`src/rtl/dcr_pkg.sv`:
```
// Package for the deframer with repeat collapsing.
// Holds the character codes, register indexes and the queue record type.
// Used by dcr_front, dcr_queue, dcr_back and deframe_collapse_repeats.
`default_nettype none

package dcr_pkg;

  // Width of the frame length counters and of the length field.
  localparam int unsigned LEN_W = 24;

  // Queue between the front and the back.
  localparam int unsigned Q_DEPTH = 4;
  localparam int unsigned Q_AW    = 2;

  // Framing characters.
  localparam logic [7:0] CH_BACKSLASH = 8'h5C;
  localparam logic [7:0] CH_ZERO      = 8'h30;

  // Register indexes on the configuration port.
  localparam logic CFG_FRAMING_MODE = 1'b0;
  localparam logic CFG_MAX_LENGTH   = 1'b1;

  // Framing modes.
  localparam logic MODE_ESCAPE = 1'b0;
  localparam logic MODE_LENGTH = 1'b1;

  // Reset value of the frame length limit (10 MiB).
  localparam logic [LEN_W-1:0] MAX_LEN_RESET = 24'd10485760;

  // One classified input byte: one result, or two when two is set.
  typedef struct packed {
    logic [7:0]       b0;
    logic [7:0]       b1;
    logic             two;
    logic             valid;
    logic             fend;
    logic             perr;
    logic [LEN_W-1:0] len;
  } dcr_rec_t;

endpackage

`default_nettype wire

```
`src/rtl/deframe_collapse_repeats.sv`:
```
// Top level of the deframer with repeat collapsing.
// Instantiates dcr_front, dcr_queue and dcr_back; depends on dcr_pkg.
//
//   Channel  Signals                                   Direction
//   in       in_valid, in_stall, in_data_byte          byte in
//   out      out_valid, out_stall, out_byte, ...       result out
//   cfg      cfg_we, cfg_index, cfg_data               register write
//
// One input byte is accepted per cycle while the four-entry queue has room.
// Results leave at one per cycle from the output register while out_stall is
// low, so a byte that yields an escape pair gives two output transactions; the back end sets the rate.
// Reset is synchronous and active low; no clearing pass.
// A stalled output fills the queue, after which in_stall is raised.
`default_nettype none

module deframe_collapse_repeats (
  input  wire logic                      clk,
  input  wire logic                      rst_n,
  input  wire logic                      cfg_we,
  input  wire logic                      cfg_index,
  input  wire logic [dcr_pkg::LEN_W-1:0] cfg_data,
  input  wire logic                      in_valid,
  output logic                           in_stall,
  input  wire logic [7:0]                in_data_byte,
  output logic                           out_valid,
  input  wire logic                      out_stall,
  output logic [7:0]                     out_byte,
  output logic                           out_byte_valid,
  output logic                           out_frame_end,
  output logic [dcr_pkg::LEN_W-1:0]      out_frame_length,
  output logic                           out_protocol_error,
  output logic                           out_last_of_input
);

  logic              in_accept;
  logic              push, pop, q_full, q_empty;
  dcr_pkg::dcr_rec_t wr_rec, rd_rec;

  // Input transactions are taken while the queue has room.
  assign in_stall  = q_full;
  assign in_accept = in_valid && !q_full;

  dcr_front u_front (
    .clk          (clk),
    .rst_n        (rst_n),
    .cfg_we       (cfg_we),
    .cfg_index    (cfg_index),
    .cfg_data     (cfg_data),
    .in_accept    (in_accept),
    .in_data_byte (in_data_byte),
    .push         (push),
    .rec          (wr_rec)
  );

  dcr_queue u_queue (
    .clk    (clk),
    .rst_n  (rst_n),
    .push   (push),
    .wr_rec (wr_rec),
    .pop    (pop),
    .rd_rec (rd_rec),
    .full   (q_full),
    .empty  (q_empty)
  );

  dcr_back u_back (
    .clk                (clk),
    .rst_n              (rst_n),
    .rec                (rd_rec),
    .q_empty            (q_empty),
    .pop                (pop),
    .out_valid          (out_valid),
    .out_stall          (out_stall),
    .out_byte           (out_byte),
    .out_byte_valid     (out_byte_valid),
    .out_frame_end      (out_frame_end),
    .out_frame_length   (out_frame_length),
    .out_protocol_error (out_protocol_error),
    .out_last_of_input  (out_last_of_input)
  );

endmodule

`default_nettype wire

```
`src/rtl/dcr_front.sv`:
```
// Front end of the deframer: accepts bytes, runs the framing state and
// classifies each byte into a queue record. Depends on dcr_pkg.
`default_nettype none

module dcr_front (
  input  wire logic                     clk,
  input  wire logic                     rst_n,
  input  wire logic                     cfg_we,
  input  wire logic                     cfg_index,
  input  wire logic [dcr_pkg::LEN_W-1:0] cfg_data,
  input  wire logic                     in_accept,
  input  wire logic [7:0]               in_data_byte,
  output logic                          push,
  output dcr_pkg::dcr_rec_t             rec
);

  // Largest length that the length field can hold.
  localparam logic [32:0] LEN_MASK = (33'd1 << dcr_pkg::LEN_W) - 33'd1;

  // Configuration registers.
  logic                      mode_r;
  logic [dcr_pkg::LEN_W-1:0] max_r;

  // Framing state.
  logic                      esc_r, esc_nxt;
  logic                      have_r, have_nxt;
  logic [7:0]                prev_r, prev_nxt;
  logic [2:0]                hcnt_r, hcnt_nxt;
  logic [31:0]               hshift_r, hshift_nxt;
  logic [dcr_pkg::LEN_W-1:0] remain_r, remain_nxt;
  logic [dcr_pkg::LEN_W-1:0] written_r, written_nxt;
  logic                      err_r, err_nxt;

  // Per-byte working values.
  logic [1:0]                n;
  logic [7:0]                e0, e1;
  logic                      fend, perr, setprev;
  logic [2:0]                cnt;
  logic [31:0]               shift;
  logic [dcr_pkg::LEN_W-1:0] limit;
  logic [dcr_pkg::LEN_W:0]   sum;

  // Configuration writes.
  always_ff @(posedge clk) begin
    if (!rst_n) begin
      mode_r <= dcr_pkg::MODE_ESCAPE;
      max_r  <= dcr_pkg::MAX_LEN_RESET;
    end else if (cfg_we) begin
      unique case (cfg_index)
        dcr_pkg::CFG_FRAMING_MODE: mode_r <= cfg_data[0];
        dcr_pkg::CFG_MAX_LENGTH:   max_r  <= cfg_data;
        default: ;
      endcase
    end
  end

  // Effective limit is the smaller of the register and the length range.
  assign limit = ({8'b0, max_r} > LEN_MASK[31:0]) ? LEN_MASK[dcr_pkg::LEN_W-1:0] : max_r;

  // Classification of one byte and the next framing state.
  always_comb begin
    esc_nxt     = esc_r;
    have_nxt    = have_r;
    prev_nxt    = prev_r;
    hcnt_nxt    = hcnt_r;
    hshift_nxt  = hshift_r;
    remain_nxt  = remain_r;
    written_nxt = written_r;
    err_nxt     = err_r;
    push        = 1'b0;
    rec         = '0;
    n           = 2'd0;
    e0          = 8'd0;
    e1          = 8'd0;
    fend        = 1'b0;
    perr        = 1'b0;
    setprev     = 1'b0;
    cnt         = hcnt_r;
    shift       = hshift_r;
    sum         = {1'b0, written_r};
    if (in_accept) begin
      if (err_r) begin
        push     = 1'b1;
        rec.perr = 1'b1;
        rec.len  = written_r;
      end else begin
        if (mode_r == dcr_pkg::MODE_ESCAPE) begin
          // Escape mode: a backslash opens a two-byte escape.
          if (esc_r) begin
            esc_nxt = 1'b0;
            if (in_data_byte == dcr_pkg::CH_BACKSLASH) begin
              if (!have_r || prev_r != dcr_pkg::CH_BACKSLASH) begin
                n       = 2'd2;
                e0      = dcr_pkg::CH_BACKSLASH;
                e1      = dcr_pkg::CH_BACKSLASH;
                setprev = 1'b1;
              end
            end else if (in_data_byte == dcr_pkg::CH_ZERO) begin
              n    = 2'd2;
              e0   = dcr_pkg::CH_BACKSLASH;
              e1   = dcr_pkg::CH_ZERO;
              fend = 1'b1;
            end else begin
              perr = 1'b1;
            end
          end else if (in_data_byte == dcr_pkg::CH_BACKSLASH) begin
            esc_nxt = 1'b1;
          end else if (!have_r || prev_r != in_data_byte) begin
            n       = 2'd1;
            e0      = in_data_byte;
            setprev = 1'b1;
          end
        end else begin
          // Length mode: a spent payload restarts header collection.
          if (hcnt_r >= 3'd4 && remain_r == '0) begin
            cnt   = 3'd0;
            shift = 32'd0;
          end
          if (cnt < 3'd4) begin
            shift      = {shift[23:0], in_data_byte};
            cnt        = cnt + 3'd1;
            hcnt_nxt   = cnt;
            hshift_nxt = shift;
            if (cnt == 3'd4) begin
              if (shift > {8'b0, max_r} || shift > LEN_MASK[31:0]) begin
                perr = 1'b1;
              end else begin
                remain_nxt = shift[dcr_pkg::LEN_W-1:0];
                fend       = (shift == 32'd0);
              end
            end
          end else begin
            if (!have_r || prev_r != in_data_byte) begin
              n       = 2'd1;
              e0      = in_data_byte;
              setprev = 1'b1;
            end
            remain_nxt = remain_r - 1'b1;
            fend       = (remain_r == {{(dcr_pkg::LEN_W-1){1'b0}}, 1'b1});
          end
        end

        // Overflow of the written count.
        sum = {1'b0, written_r} + {{(dcr_pkg::LEN_W-1){1'b0}}, n};
        if (!perr && sum > {1'b0, limit}) begin
          perr = 1'b1;
        end

        if (perr) begin
          err_nxt  = 1'b1;
          push     = 1'b1;
          rec.perr = 1'b1;
          rec.len  = written_r;
        end else begin
          if (setprev) begin
            prev_nxt = (n == 2'd2) ? e1 : e0;
            have_nxt = 1'b1;
          end
          written_nxt = sum[dcr_pkg::LEN_W-1:0];
          push        = (n != 2'd0) || fend;
          rec.b0      = e0;
          rec.b1      = e1;
          rec.two     = (n == 2'd2);
          rec.valid   = (n != 2'd0);
          rec.fend    = fend;
          rec.len     = (n != 2'd0) ? written_r + 1'b1 : written_r;
          if (fend) begin
            written_nxt = '0;
            if (mode_r == dcr_pkg::MODE_ESCAPE) begin
              if (!have_r) begin
                prev_nxt = dcr_pkg::CH_ZERO;
                have_nxt = 1'b1;
              end
            end else begin
              hcnt_nxt   = 3'd0;
              hshift_nxt = 32'd0;
            end
          end
        end
      end
    end
  end

  // Framing state registers.
  always_ff @(posedge clk) begin
    if (!rst_n) begin
      esc_r     <= 1'b0;
      have_r    <= 1'b0;
      prev_r    <= 8'd0;
      hcnt_r    <= 3'd0;
      hshift_r  <= 32'd0;
      remain_r  <= '0;
      written_r <= '0;
      err_r     <= 1'b0;
    end else begin
      esc_r     <= esc_nxt;
      have_r    <= have_nxt;
      prev_r    <= prev_nxt;
      hcnt_r    <= hcnt_nxt;
      hshift_r  <= hshift_nxt;
      remain_r  <= remain_nxt;
      written_r <= written_nxt;
      err_r     <= err_nxt;
    end
  end

`ifndef ASSERT_OFF
  // Once an error is seen it stays until reset.
  a_err_sticky: assert property (@(posedge clk) disable iff (!rst_n)
    err_r |=> err_r)
    else $error("protocol error flag cleared without reset");

  // The written count never passes the effective limit.
  a_written_limit: assert property (@(posedge clk) disable iff (!rst_n)
    !err_r && !in_accept |=> written_r <= limit || err_r)
    else $error("frame length count above limit");
`endif

endmodule

`default_nettype wire

```
`src/rtl/dcr_queue.sv`:
```
// Short record queue between the front end and the back end.
// Depends on dcr_pkg for the record type and depth.
`default_nettype none

module dcr_queue (
  input  wire logic              clk,
  input  wire logic              rst_n,
  input  wire logic              push,
  input  dcr_pkg::dcr_rec_t      wr_rec,
  input  wire logic              pop,
  output dcr_pkg::dcr_rec_t      rd_rec,
  output logic                   full,
  output logic                   empty
);

  dcr_pkg::dcr_rec_t             mem [dcr_pkg::Q_DEPTH];
  logic [dcr_pkg::Q_AW-1:0]      wptr_r, rptr_r;
  logic [dcr_pkg::Q_AW:0]        count_r;

  assign full   = (count_r == dcr_pkg::Q_DEPTH[dcr_pkg::Q_AW:0]);
  assign empty  = (count_r == '0);
  assign rd_rec = mem[rptr_r];

  // Storage write.
  always_ff @(posedge clk) begin
    if (push) begin
      mem[wptr_r] <= wr_rec;
    end
  end

  // Pointers and fill count; the count holds when both or neither move.
  always_ff @(posedge clk) begin
    if (!rst_n) begin
      wptr_r  <= '0;
      rptr_r  <= '0;
      count_r <= '0;
    end else begin
      if (push) begin
        wptr_r <= wptr_r + 1'b1;
      end
      if (pop) begin
        rptr_r <= rptr_r + 1'b1;
      end
      if (push && !pop) begin
        count_r <= count_r + 1'b1;
      end else if (pop && !push) begin
        count_r <= count_r - 1'b1;
      end
    end
  end

`ifndef ASSERT_OFF
  // Neither overrun nor underrun.
  a_no_overrun: assert property (@(posedge clk) disable iff (!rst_n)
    !(push && full) && !(pop && empty))
    else $error("queue overrun or underrun");
`endif

endmodule

`default_nettype wire

```
`src/rtl/dcr_back.sv`:
```
// Back end of the deframer: expands queue records into result transactions
// through an output register. Depends on dcr_pkg.
`default_nettype none

module dcr_back (
  input  wire logic                      clk,
  input  wire logic                      rst_n,
  input  dcr_pkg::dcr_rec_t              rec,
  input  wire logic                      q_empty,
  output logic                           pop,
  output logic                           out_valid,
  input  wire logic                      out_stall,
  output logic [7:0]                     out_byte,
  output logic                           out_byte_valid,
  output logic                           out_frame_end,
  output logic [dcr_pkg::LEN_W-1:0]      out_frame_length,
  output logic                           out_protocol_error,
  output logic                           out_last_of_input
);

  logic                      valid_r;
  logic                      half_r, half_nxt;
  logic                      load;
  logic [7:0]                byte_r;
  logic                      bval_r, fend_r, perr_r, last_r;
  logic [dcr_pkg::LEN_W-1:0] len_r;

  // A new result is loaded when the output register is free or being taken.
  assign load = !q_empty && (!valid_r || !out_stall);
  assign pop  = load && (half_r || !rec.two);

  always_comb begin
    half_nxt = half_r;
    if (load) begin
      half_nxt = rec.two && !half_r;
    end
  end

  // Output register control.
  always_ff @(posedge clk) begin
    if (!rst_n) begin
      valid_r <= 1'b0;
      half_r  <= 1'b0;
    end else begin
      half_r <= half_nxt;
      if (load) begin
        valid_r <= 1'b1;
      end else if (!out_stall) begin
        valid_r <= 1'b0;
      end
    end
  end

  // Output register payload: first or second result of the record.
  always_ff @(posedge clk) begin
    if (load) begin
      if (half_r) begin
        byte_r <= rec.b1;
        bval_r <= 1'b1;
        fend_r <= rec.fend;
        perr_r <= 1'b0;
        len_r  <= rec.len + 1'b1;
        last_r <= 1'b1;
      end else begin
        byte_r <= rec.b0;
        bval_r <= rec.valid;
        fend_r <= rec.fend && !rec.two;
        perr_r <= rec.perr;
        len_r  <= rec.len;
        last_r <= !rec.two;
      end
    end
  end

  assign out_valid          = valid_r;
  assign out_byte           = byte_r;
  assign out_byte_valid     = bval_r;
  assign out_frame_end      = fend_r;
  assign out_frame_length   = len_r;
  assign out_protocol_error = perr_r;
  assign out_last_of_input  = last_r;

`ifndef ASSERT_OFF
  // While the second half is pending its record stays at the queue head.
  a_half_holds: assert property (@(posedge clk) disable iff (!rst_n)
    half_r |-> !q_empty && rec.two)
    else $error("second result pending without a two-result record");
`endif

endmodule

`default_nettype wire
```
`config.mk`:
```
export PLATFORM = sky130hd
export DESIGN_NAME = deframe_collapse_repeats
export DESIGN_NICKNAME = d
export VERILOG_FILES = /design/src/rtl/dcr_pkg.sv /design/src/rtl/deframe_collapse_repeats.sv /design/src/rtl/dcr_front.sv /design/src/rtl/dcr_queue.sv /design/src/rtl/dcr_back.sv
export SDC_FILE = /design/constraint.sdc
export NUM_CORES = 1
export LEC_CHECK = 0
export ABC_AREA = 0
export BUFFER_PORTS_ARGS = -buffer_cell sky130_fd_sc_hd__buf_2
export CAP_MARGIN = 20
export CORE_MARGIN = 3
export CORE_UTILIZATION = 42
export CTS_CLUSTER_SIZE = 16
export DETAILED_ROUTE_END_ITERATION = 6
export PLACE_DENSITY = 0.67
export RECOVER_POWER = 100
export SYNTH_ARGS = -nofsm -noshare
export SYNTH_HDL_FRONTEND = slang
export SYNTH_SLANG_ARGS = --single-unit
```
`constraint.sdc`:
```
create_clock -name clk -period 7.6 [get_ports clk]
set_input_delay 1.14 -clock clk [delete_from_list [all_inputs] [get_ports clk]]
set_output_delay 1.14 -clock clk [all_outputs]
set_load 0.01 [all_outputs]
```
### Word level (Yosys, flattened, before mapping)

Memories as Yosys holds them, arrays and structs flattened. A register that Yosys moved wholly into a read port is not among the register bits.
Index checks and enable logic that the tools add are counted.

* register bits after elaboration: 164
* memory bits (writable): 176
* input port bits: 38
* output and inout bits: 38
* word-level logic and storage cells: 194
* memories kept: 1

* $add $sub $neg: 9
* magnitude comparators: 5
* equal/unequal tests: 11
* muxes and demuxes: 107
* bitwise logic cells: 4
* reductions and logical operators: 36

Memories
* u_queue.mem: words 4, bits a word 44, rd ports 1, clocked after Yosys merged registers in 1, write ports 1, line dcr_queue.sv:16 `dcr_pkg::dcr_rec_t mem [dcr_pkg::Q_DEPTH];`

Operators by type and width (count)
* $mux W24: 11
* $mux W32: 5
* $mux W8: 15
* $add A24 B1 Y24 const B: 2
* $mux W1: 48
* $mux W44: 1
* $mux W19: 2
* $mux W3: 11
* $gt A32 B24 Y1: 1
* $gt A32 B24 Y1 const B: 1
* $logic_not A32 Y1: 1
* $add A24 B2 Y25: 1
* $gt A25 B24 Y1: 1
* $mux W25: 1
* $eq A24 B1 Y1 const B: 1
* $logic_not A24 Y1: 1
* $sub A24 B1 Y24 const B: 1
* $mux W2: 10
* $mux W7: 2
* $logic_not A1 Y1: 10
* $logic_and A1 B1 Y1: 9
* $eq A8 B6 Y1 const B: 1
* $eq A8 B7 Y1 const B: 1
* $ne A8 B7 Y1 const B: 1
* 18 further kinds: 34

### Longest topological paths before layout

Gate-level depths: netlist of the first run.

* depth after elaboration: 26
* gate-level depth with buffers: 31
* mapped depth without buffers: 29

### Hierarchy

From an unflattened synthesis of the first run, not the netlist that was laid out.

* cells, all modules: 1402
* area total of the unflattened synthesis: 16499.6 sq um

Modules (own cells, without submodules)
* dcr_front: times used 1, cells each 1004, area each 7837.5 sq um, seq. area each 2222.1 sq um
* dcr_queue: times used 1, cells each 273, area each 6852.8 sq um, seq. area each 5465.2 sq um
* dcr_back: times used 1, cells each 124, area each 1795.5 sq um, seq. area each 1121.1 sq um
* deframe_collapse_repeats: times used 1, cells each 1, area each 13.8 sq um, seq. area each 0.0 sq um

### Worst setup path after synthesis of the first run

Ideal clock, no wire load.

* path type: input to register
* start: input in_data_byte[7]
* end: memory u_queue.mem[0][0] in the netlist's numbering (enable)
* library setup time: 437 ps
* arrival time: 6126 ps
* data required time: 7163 ps
* slack: 1037 ps
* stages on the path: 23
* buffers on the path: 3
* cells stage by stage: or3_1 > or3_1 > nor2_1 > o21a_1 > buf_2 > xnor2_1 > ha_1 > a41oi_1 > o41ai_4 > and3_1 > clkbuf_1 > nand2_1 > xnor2_1 > ha_1 > nand4_1 > nor3_1 > and3_1 > o32ai_1 > a311oi_2 > nand4_1 > o31a_1 > buf_2 > and2_1

* cells in the longest elaborated chain, start to end: 19
* elaborated cells on any way between the ends: 49
* classes of those cells: add/sub: 1; order compare: 3; eq/ne: 3; mux: 35; reduce/logical: 7

RTL lines
* start, declared: line deframe_collapse_repeats.sv:24 `input wire logic [7:0] in_data_byte,`
* $ne A8 B8 Y1: line dcr_front.sv:108, dcr_front.sv:133
* $logic_or A1 B1 Y1: line dcr_front.sv:108, dcr_front.sv:133
* $mux W1: line dcr_front.sv:108, dcr_front.sv:133
* $mux W2: line dcr_front.sv:106 `end else if (in_data_byte == dcr_pkg::CH_BACKSLASH) begin`
* $mux W2: line dcr_front.sv:89 `if (esc_r) begin`
* $mux W2: line dcr_front.sv:87 `if (mode_r == dcr_pkg::MODE_ESCAPE) begin`
* $mux W2: line dcr_front.sv:82 `if (err_r) begin`
* $mux W2: line dcr_front.sv:81 `if (in_accept) begin`
* (+4 left out)
* $mux W1: line dcr_front.sv:82
* $mux W1: line dcr_front.sv:81
* $mux W1 (*): line dcr_front.sv:149 `if (perr) begin`
* $mux W1 (*): line dcr_front.sv:82
* $mux W1 (*): line dcr_front.sv:81
* via push: line deframe_collapse_repeats.sv:36 `logic push, pop, q_full, q_empty;`
* $mux W1 (*): line dcr_queue.sv:26 `if (push) begin`
* $mux W1 (implied by the code) (*): line dcr_queue.sv:27 `mem[wptr_r] <= wr_rec;`
* end, declared: line dcr_queue.sv:16

Mark *: on every way through the listed nets, which the timed path passes. The rest lies on a longest branch. The select of a mux whose other input is x is not followed.

### Worst setup path after layout of the first run

* start: register u_front.remain_r[13] in the netlist's numbering
* end: memory u_queue.mem[2][17] in the netlist's numbering (enable)

* cells in the longest elaborated chain, start to end: 24
* elaborated cells on any way between the ends: 48
* classes of those cells: add/sub: 2; order compare: 4; eq/ne: 2; mux: 32; reduce/logical: 8

RTL lines
* start, declared: line dcr_front.sv:30 `logic [dcr_pkg::LEN_W-1:0] remain_r, remain_nxt;`
* start signal, assigned: line dcr_front.sv:201 `remain_r <= remain_nxt;`
* parallel branches: the longest is 19 deep, another holds $add A24 B2 Y25
* $mux W1 (*): line dcr_front.sv:149
* $mux W1 (*): line dcr_front.sv:82
* $mux W1 (*): line dcr_front.sv:81
* $mux W1 (*): line dcr_queue.sv:26
* $mux W1 (implied by the code) (*): line dcr_queue.sv:27

Mark *: on every way between the ends. The select of a mux whose other input is x is not followed.

==> impl_metrics.ini, run 1 <==
[run_status]
run_status = complete, but fails checks
failed_checks = max-capacitance violations, max-slew violations

[critical_path]
critPathBufInv = 3
critical_path.cell_chain = or4_1 -> nor4_2 -> a211oi_1 -> o21bai_2 -> buf_4 -> inv_1 -> ha_1 -> ha_1 -> a41oi_1 -> o41ai_1 -> and3_1 -> nand2_1 -> xnor2_1 -> ha_1 -> nand4_1 -> nor3_1 -> o21ai_0 -> a21oi_1 -> a311oi_2 -> nand4_1 -> o31a_1 -> and2_0 -> buf_12
crit_family = simple AND/OR/NAND/NOR gates
max_stage_delay_ns = 0.85
cp_slowest_cell = and2_0
crit_path_frequent_cell = ha_1
path_max_fanout = 28
worstSetupStartpointType = flip-flop
cp.required_ns = 7.82
path_class = flip-flop to flip-flop
crit_arrival_ns = 7.14
critPathCaptureType = flip-flop

[timing]
skew_ns = 0.02423
rsz0062_at_grt = no
maxSlewViolCount = 174
fin_tns_setup_ns = 0
timing.fmax_mhz = 144.6
hold_ws_ns = 0.4537
finalSetupViolations = 0
period_share_pct = 91.01
slew_headroom_pct = -148.0
fin_ws_ns = 0.6831
fin_crit_ns = 6.917
final_hold_viol_count = 0
worst_pin_slew_ns = 3.720

[placed_design]
dpl.hpwl_um = 26390
io_buffers = 75
postPlaceCellArea_um2 = 16360
post-place-ws_ns = 0.5297
dp_cells = 1896
gp_congestion = 0.9409

[floorplanning]
fp.dieH_um = 198.3
num_io_pins = 76
row_count = 69
die-area_um2 = 39310
core_um2 = 36000
initial_core_util_pct = 43.13
die_w_um = 198.3

[routing]
wirelength_um = 37460
via_count = 11160
drt_iter0_markers = 901
ant_nets = 0
routed_via_density = 5.680
wire_per_inst_um = 19.07
drc_errors = 0
drt_pass1_iterations = 6

[finish]
n_antenna_cell = 0
fill_cells = 3224
area_delta_synth_final_pct = 12.53
multiInputGateArea_um2 = 6739
final_area_um2 = 17470
postLayoutCoreUtil_pct = 48.54
drive_above_1_share_pct = 11.58
final_cells = 1964
nets = 1576
final-seq-area_um2 = 8209

[synth]
synth.distinct_cells = 79
synthTopCellsByArea = edfxtp_1 (37%), dfxtp_1 (16%), mux4_2 (5.7%)
synth.most_common_cell = edfxtp_1
ys_async_sr_fraction_pct = 0
syn-mean-instance-area_um2 = 10.96
synth_common_cells = edfxtp_1 (192), nand2_1 (142), dfxtp_1 (122)
syn-instance-count = 1417
syn-num-nets = 1519
synthFlopType = edfxtp_1
yosys.area.top_type = edfxtp_1
synth_top_area_share_pct = 37.13
syn_area_um2 = 15530
yosys_warnings = 0
synth-edff-count = 192
yosys_register_bits = 314
yosysSeqAreaShare_pct = 52.86

[global_route]
grt_max_degree = 77
grt_pass1_vias = 10890
grt.overflow.total = 0
antenna_found_initial = 0
grt_usage_pct = 19.18
grt_pass1_wl_um = 59880

[cts]
cts_resized = 0
cts_max_level = 2
cts_buffer_depth = 3
clk_latency_ns = 0.54
cts_buffers = 37
cts.sinks = 314
hold_buffers = 0
clock-root-buffer = clkbuf_16
cts_tree = yes
cts_setup_buffers = 0
clkSlewWorstSetupHoldPaths_ns = 0.06

[power]
total_power_mw = 5.018
p_leak_nw = 6.060
ir_drop_mv = 0.1612
powerDensity_nw_per_um2 = 287.2

[run]
drv_cap = 4

[min_path]
hold_class = flip-flop to flip-flop
==> per-layer routing <==
layer | part of all wire, % | GRT usage [%] | routed length [um]
met1 | 44 | 26.34 | 16390
met2 | 47 | 30.76 | 17530
met3 | 6.1 | 3.148 | 2285
met4 | 3.4 | 7.130 | 1257
met5 | 0 | 0 | 0
==> flip-flops by register name, indices dropped and copies added, names as in the netlist, 2 cells and up, named ones only <==
name / cells
u_back.out_byte: 8
u_queue.rptr_r: 2
u_front.written_r: 24
u_back.out_frame_length: 24
u_front.prev_r: 8
u_front.hcnt_r: 3
u_queue.mem: 156
u_queue.count_r: 3
u_front.limit: 24
u_front.remain_r: 24
u_queue.wptr_r: 2
u_front.hshift_r: 24
==> worst reg2reg max path, delay by kind of cell, from the launching register on <==
kind | cells | cell delay [ns]
simple gates | 8 | 3.21
compound gates | 8 | 1.67
fa+ha+maj | 3 | 0.70
buf+inv | 3 | 0.54
flops | 1 | 0.36
xor+xnor | 1 | 0.10
==> area by class of cell <==
| type | instances | share of cell area [%] |
|---|---|---|
| clock buffers | 49 | 5.908 |
| repair buffers | 97 | 2.771 |
| flip-flops and latches | 314 | 46.98 |
| clock inverters | 19 | 1.303 |
| inverters | 53 | 1.167 |
| well taps | 461 | 3.301 |
| multi-input cells | 971 | 38.57 |
==> cells by family (layout without fill, tap and decap cells) <==
| family | after synthesis | after routing | share of synthesized area (%) |
|---|---|---|---|
| muxes | 45 | 45 | 6.076 |
| and+or+nand+nor | 507 | 507 | 16.44 |
| AOI/OAI and AO/OA | 276 | 276 | 11.50 |
| adders and majority gates | 65 | 65 | 5.270 |
| buffers and inverters | 132 | 218 | 3.457 |
| xor gates and xnor gates | 78 | 78 | 4.400 |
| DFF | 314 | 314 | 52.86 |
==> power by group <==
group	internal [mW]	switching, mW	leakage (nW)	total, mW
Sequential	2.12	0.104	2.77	2.22
Clock	1.10	0.707	0.620	1.81
Combinational	0.397	0.587	2.67	0.984
Total	3.62	1.40	6.06	5.02
==> cells in the final DEF, fill, tap and decap left out, drive strengths merged, types with 5 or more instances in the layout <==
master  netlist  final
inv          51     55
nand3        51     51
xnor2        51     51
nor2b        11     11
and2         30     30
clkbuf       49     98
mux4         39     39
dfxtp       122    122
o31ai         9      9
nor4         21     21
edfxtp      192    192
or4           5      5
nand4        35     35
a22oi        11     11
xor2         27     27
or2           7      7
a21oi       110    110
ha           63     63
nand2       142    142
nand2b        5      5
clkinv        2     12
nor2        116    116
a22o         17     17
and3         14     14
o211ai        7      7
o21a          8      8
a211oi        9      9
o21ai        57     57
nand3b        5      5
a221oi        5      5
or3          16     16
a31oi         6      6
nor3         35     35
a32o          9      9
buf          30     48
==> path summary, 6_finish.rpt <==
path / startpoint / end / cells after the start / slack [ns]
worst min-delay path: u_front.limit[14]$_SDFFE_PN0P_ / u_front.limit[14]$_SDFFE_PN0P_ / 2 / 0.45
worst max register to register: u_front.remain_r[13]$_SDFFE_PN0P_ / u_queue.mem[2][17]$_DFFE_PP_ / 23 / 0.68
worst max-delay path: u_front.remain_r[13]$_SDFFE_PN0P_ / u_queue.mem[2][17]$_DFFE_PP_ / 23 / 0.68
worst min register to register: u_front.limit[14]$_SDFFE_PN0P_ / u_front.limit[14]$_SDFFE_PN0P_ / 2 / 0.45
Power figures use the tool's default switching activity.
==> run 2, diff against run 1 <==
SLEW_MARGIN = 40   (was default)
SYNTH_HIERARCHICAL = 1   (was default)
==> impl_metrics.ini, run 2 <==
[run_status]
run_status = complete, but fails checks
failed_checks = max-capacitance violations, max-slew violations

[floorplanning]
num_io_pins = 76
fp.dieH_um = 204.2
row_count = 71
die_w_um = 204.2
die-area_um2 = 41700
initial_core_util_pct = 43.19
core_um2 = 38200

[cts]
hold_buffers = 0
clkSlewWorstSetupHoldPaths_ns = 0.06
cts_setup_buffers = 0
cts_resized = 0
cts_tree = yes
clk_latency_ns = 0.52
clock-root-buffer = clkbuf_16
cts_buffer_depth = 3
cts.sinks = 334
cts_max_level = 2
cts_buffers = 35

[critical_path]
r2r_slack_ns = 0.64
cp.depth = 21
crit_end = u_queue/mem[0][36]$_DFFE_PP_
critPathCaptureType = flip-flop
critPathBufInv = 3
path_max_fanout = 16
critical_path.cell_chain = nor4_1 -> and4_1 -> a311oi_1 -> o21ai_1 -> inv_1 -> ha_1 -> inv_1 -> fa_1 -> nor3_2 -> and2_0 -> nand2_1 -> xnor2_1 -> ha_1 -> a21o_1 -> a211oi_1 -> and3_1 -> o211ai_1 -> a41oi_4 -> nand3_1 -> buf_4 -> nor3_1
worstSetupStartpointType = flip-flop
r2r_end = u_queue/mem[0][36]$_DFFE_PP_
cp.required_ns = 7.82
r2r_cells = 21
path_class = flip-flop to flip-flop
r2r-start = u_front/remain_r[2]$_SDFFE_PN0P_
crit_arrival_ns = 7.18
cp_slowest_cell = nor3_1
max_stage_delay_ns = 0.56
crit_start = u_front/remain_r[2]$_SDFFE_PN0P_
crit_family = simple AND/OR/NAND/NOR gates

[synth]
synth.most_common_cell = edfxtp_1
ys_async_sr_fraction_pct = 0
synthTopCellsByArea = edfxtp_1 (39%), dfxtp_1 (15%), mux4_2 (5.5%)
yosysSeqAreaShare_pct = 53.39
synth-edff-count = 212
synth_top_area_share_pct = 38.58
syn_area_um2 = 16500
synthFlopType = edfxtp_1
syn-instance-count = 1402
synth_common_cells = edfxtp_1 (212), nand2_1 (123), dfxtp_1 (122)
yosys_register_bits = 334
yosys.area.top_type = edfxtp_1
synth.distinct_cells = 87
yosys_warnings = 6
syn-mean-instance-area_um2 = 11.77

[placed_design]
dpl.hpwl_um = 25390
postPlaceCellArea_um2 = 17330
dp_cells = 1933
io_buffers = 75
gp_congestion = 0.9603
post-place-ws_ns = 0.3280

[finish]
largest_reg_flops = 176
area_delta_synth_final_pct = 10.38
n_antenna_cell = 0
layout_commonest_cell = edfxtp_1
nets = 1562
regMostFlops = u_queue/mem
final_cells = 1990
drive_above_1_share_pct = 12.17
final-seq-area_um2 = 8811
layout_common_cells = edfxtp_1 (212), nand2_1 (123), dfxtp_1 (120)
multiInputGateArea_um2 = 6977
final_area_um2 = 18210
fill_cells = 3457

[routing]
drt_pass1_iterations = 5
wire_per_inst_um = 18.68
wirelength_um = 37170
drt_iter0_markers = 1019
ant_nets = 0
routed_via_density = 5.653
drc_errors = 0
via_count = 11250

[timing]
timing.fmax_mhz = 143.6
final_hold_viol_count = 0
slew_headroom_pct = -145.2
maxSlewViolCount = 180
fin_tns_setup_ns = 0
skew_ns = 0.01227
worst_pin_slew_ns = 3.678
hold_ws_ns = 0.4561
period_share_pct = 91.64
fin_ws_ns = 0.6356
finalSetupViolations = 0
fin_crit_ns = 6.964
rsz0062_at_grt = no

[global_route]
grt_max_degree = 63
grt_pass1_vias = 10850
grt.overflow.total = 0
grt_pass1_wl_um = 59570
grt_usage_pct = 17.79
antenna_found_initial = 0

[min_path]
hold_class = flip-flop to flip-flop

[power]
ir_drop_mv = 0.1395
p_leak_nw = 6.385
powerDensity_nw_per_um2 = 277.3

[run]
drv_cap = 4
run 2: cell types whose count changed in the layout (fill, tap and decap cells not counted), sizes merged, moves of 11 or more:
cell,before,now
a21oi,110,99
nor2b,11,30
nand2,142,123
xnor2,51,36
or4,5,20
edfxtp,192,212
a22o,17,45
nor2,116,75
nand3,51,29
run 2: area by class of cell:
| class | instances | area share, % |
|---|---|---|
| tap | 511 | 3.511 |
| clock buffer | 47 | 5.386 |
| clock inverter | 10 | 0.5633 |
| timing repair buffer | 95 | 2.494 |
| multi-input combinational | 927 | 38.31 |
| sequential | 334 | 48.38 |
| inverter | 66 | 1.360 |
run 2: layer usage:
metal	global-route usage [%]	share of wire, %	up-vias
met3	2.469	6.3	51
li1	-	-	5394
met5	0	0	-
met2	27.79	45	367
met4	4.227	1.8	0
met1	26.42	47	5437
run 2: kinds of logic after synthesis:
| group | after synthesis | synth area share (%) |
|---|---|---|
| xor gates and xnor gates | 59 | 3.132 |
| AOI/OAI and AO/OA | 289 | 11.88 |
| adders and majority gates | 65 | 5.020 |
| and+or+nand+nor | 450 | 15.23 |
| DFF | 334 | 53.39 |
| other | 1 | 0.02273 |
| buffers and inverters | 143 | 4.140 |
| muxes | 61 | 7.196 |
run 2: worst min-delay path by stage:
stage	slack [ns]	to	start	depth (start not counted)
CTS	0.46	u_front/limit[6]$_SDFFE_PN0P_	u_front/limit[6]$_SDFFE_PN0P_	2
floorplan	0.44	u_front/limit[10]$_SDFFE_PN0P_	u_front/limit[10]$_SDFFE_PN0P_	2
global route	0.48	u_front/limit[17]$_SDFFE_PN0P_	u_front/limit[17]$_SDFFE_PN0P_	2
global placement	0.44	u_front/limit[19]$_SDFFE_PN0P_	u_front/limit[19]$_SDFFE_PN0P_	2
finish	0.46	u_front/limit[20]$_SDFFE_PN0P_	u_front/limit[20]$_SDFFE_PN0P_	2
detailed placement	0.45	u_front/limit[6]$_SDFFE_PN0P_	u_front/limit[6]$_SDFFE_PN0P_	2
run 2: stage by stage:
step | power (mW) | utilization [%]
finish | 5.051 | 47.68
global route | 5.317 | 47.68
CTS | 5.151 | 48.21
detailed placement | 3.529 | 45.38
global placement | 3.504 | 45.34
floorplan | 3.216 | -
run 2: report_power, final:
group | total (mW) | internal (mW) | switching, mW
clock network | 1.61 | 0.940 | 0.671
registers | 2.33 | 2.25 | 0.0760
logic | 1.11 | 0.450 | 0.659
total | 5.05 | 3.64 | 1.41
run 2: worst reg2reg max path, delay by kind of cell (launching register included):
family	cells	cell delay, ns
buffers and inverters	3	0.67
adder cells (fa/ha/maj)	3	1.01
XOR/XNOR	1	0.23
AO/OA/AOI/OAI	6	1.72
flip-flops	1	0.43
AND/OR/NAND/NOR	8	2.59
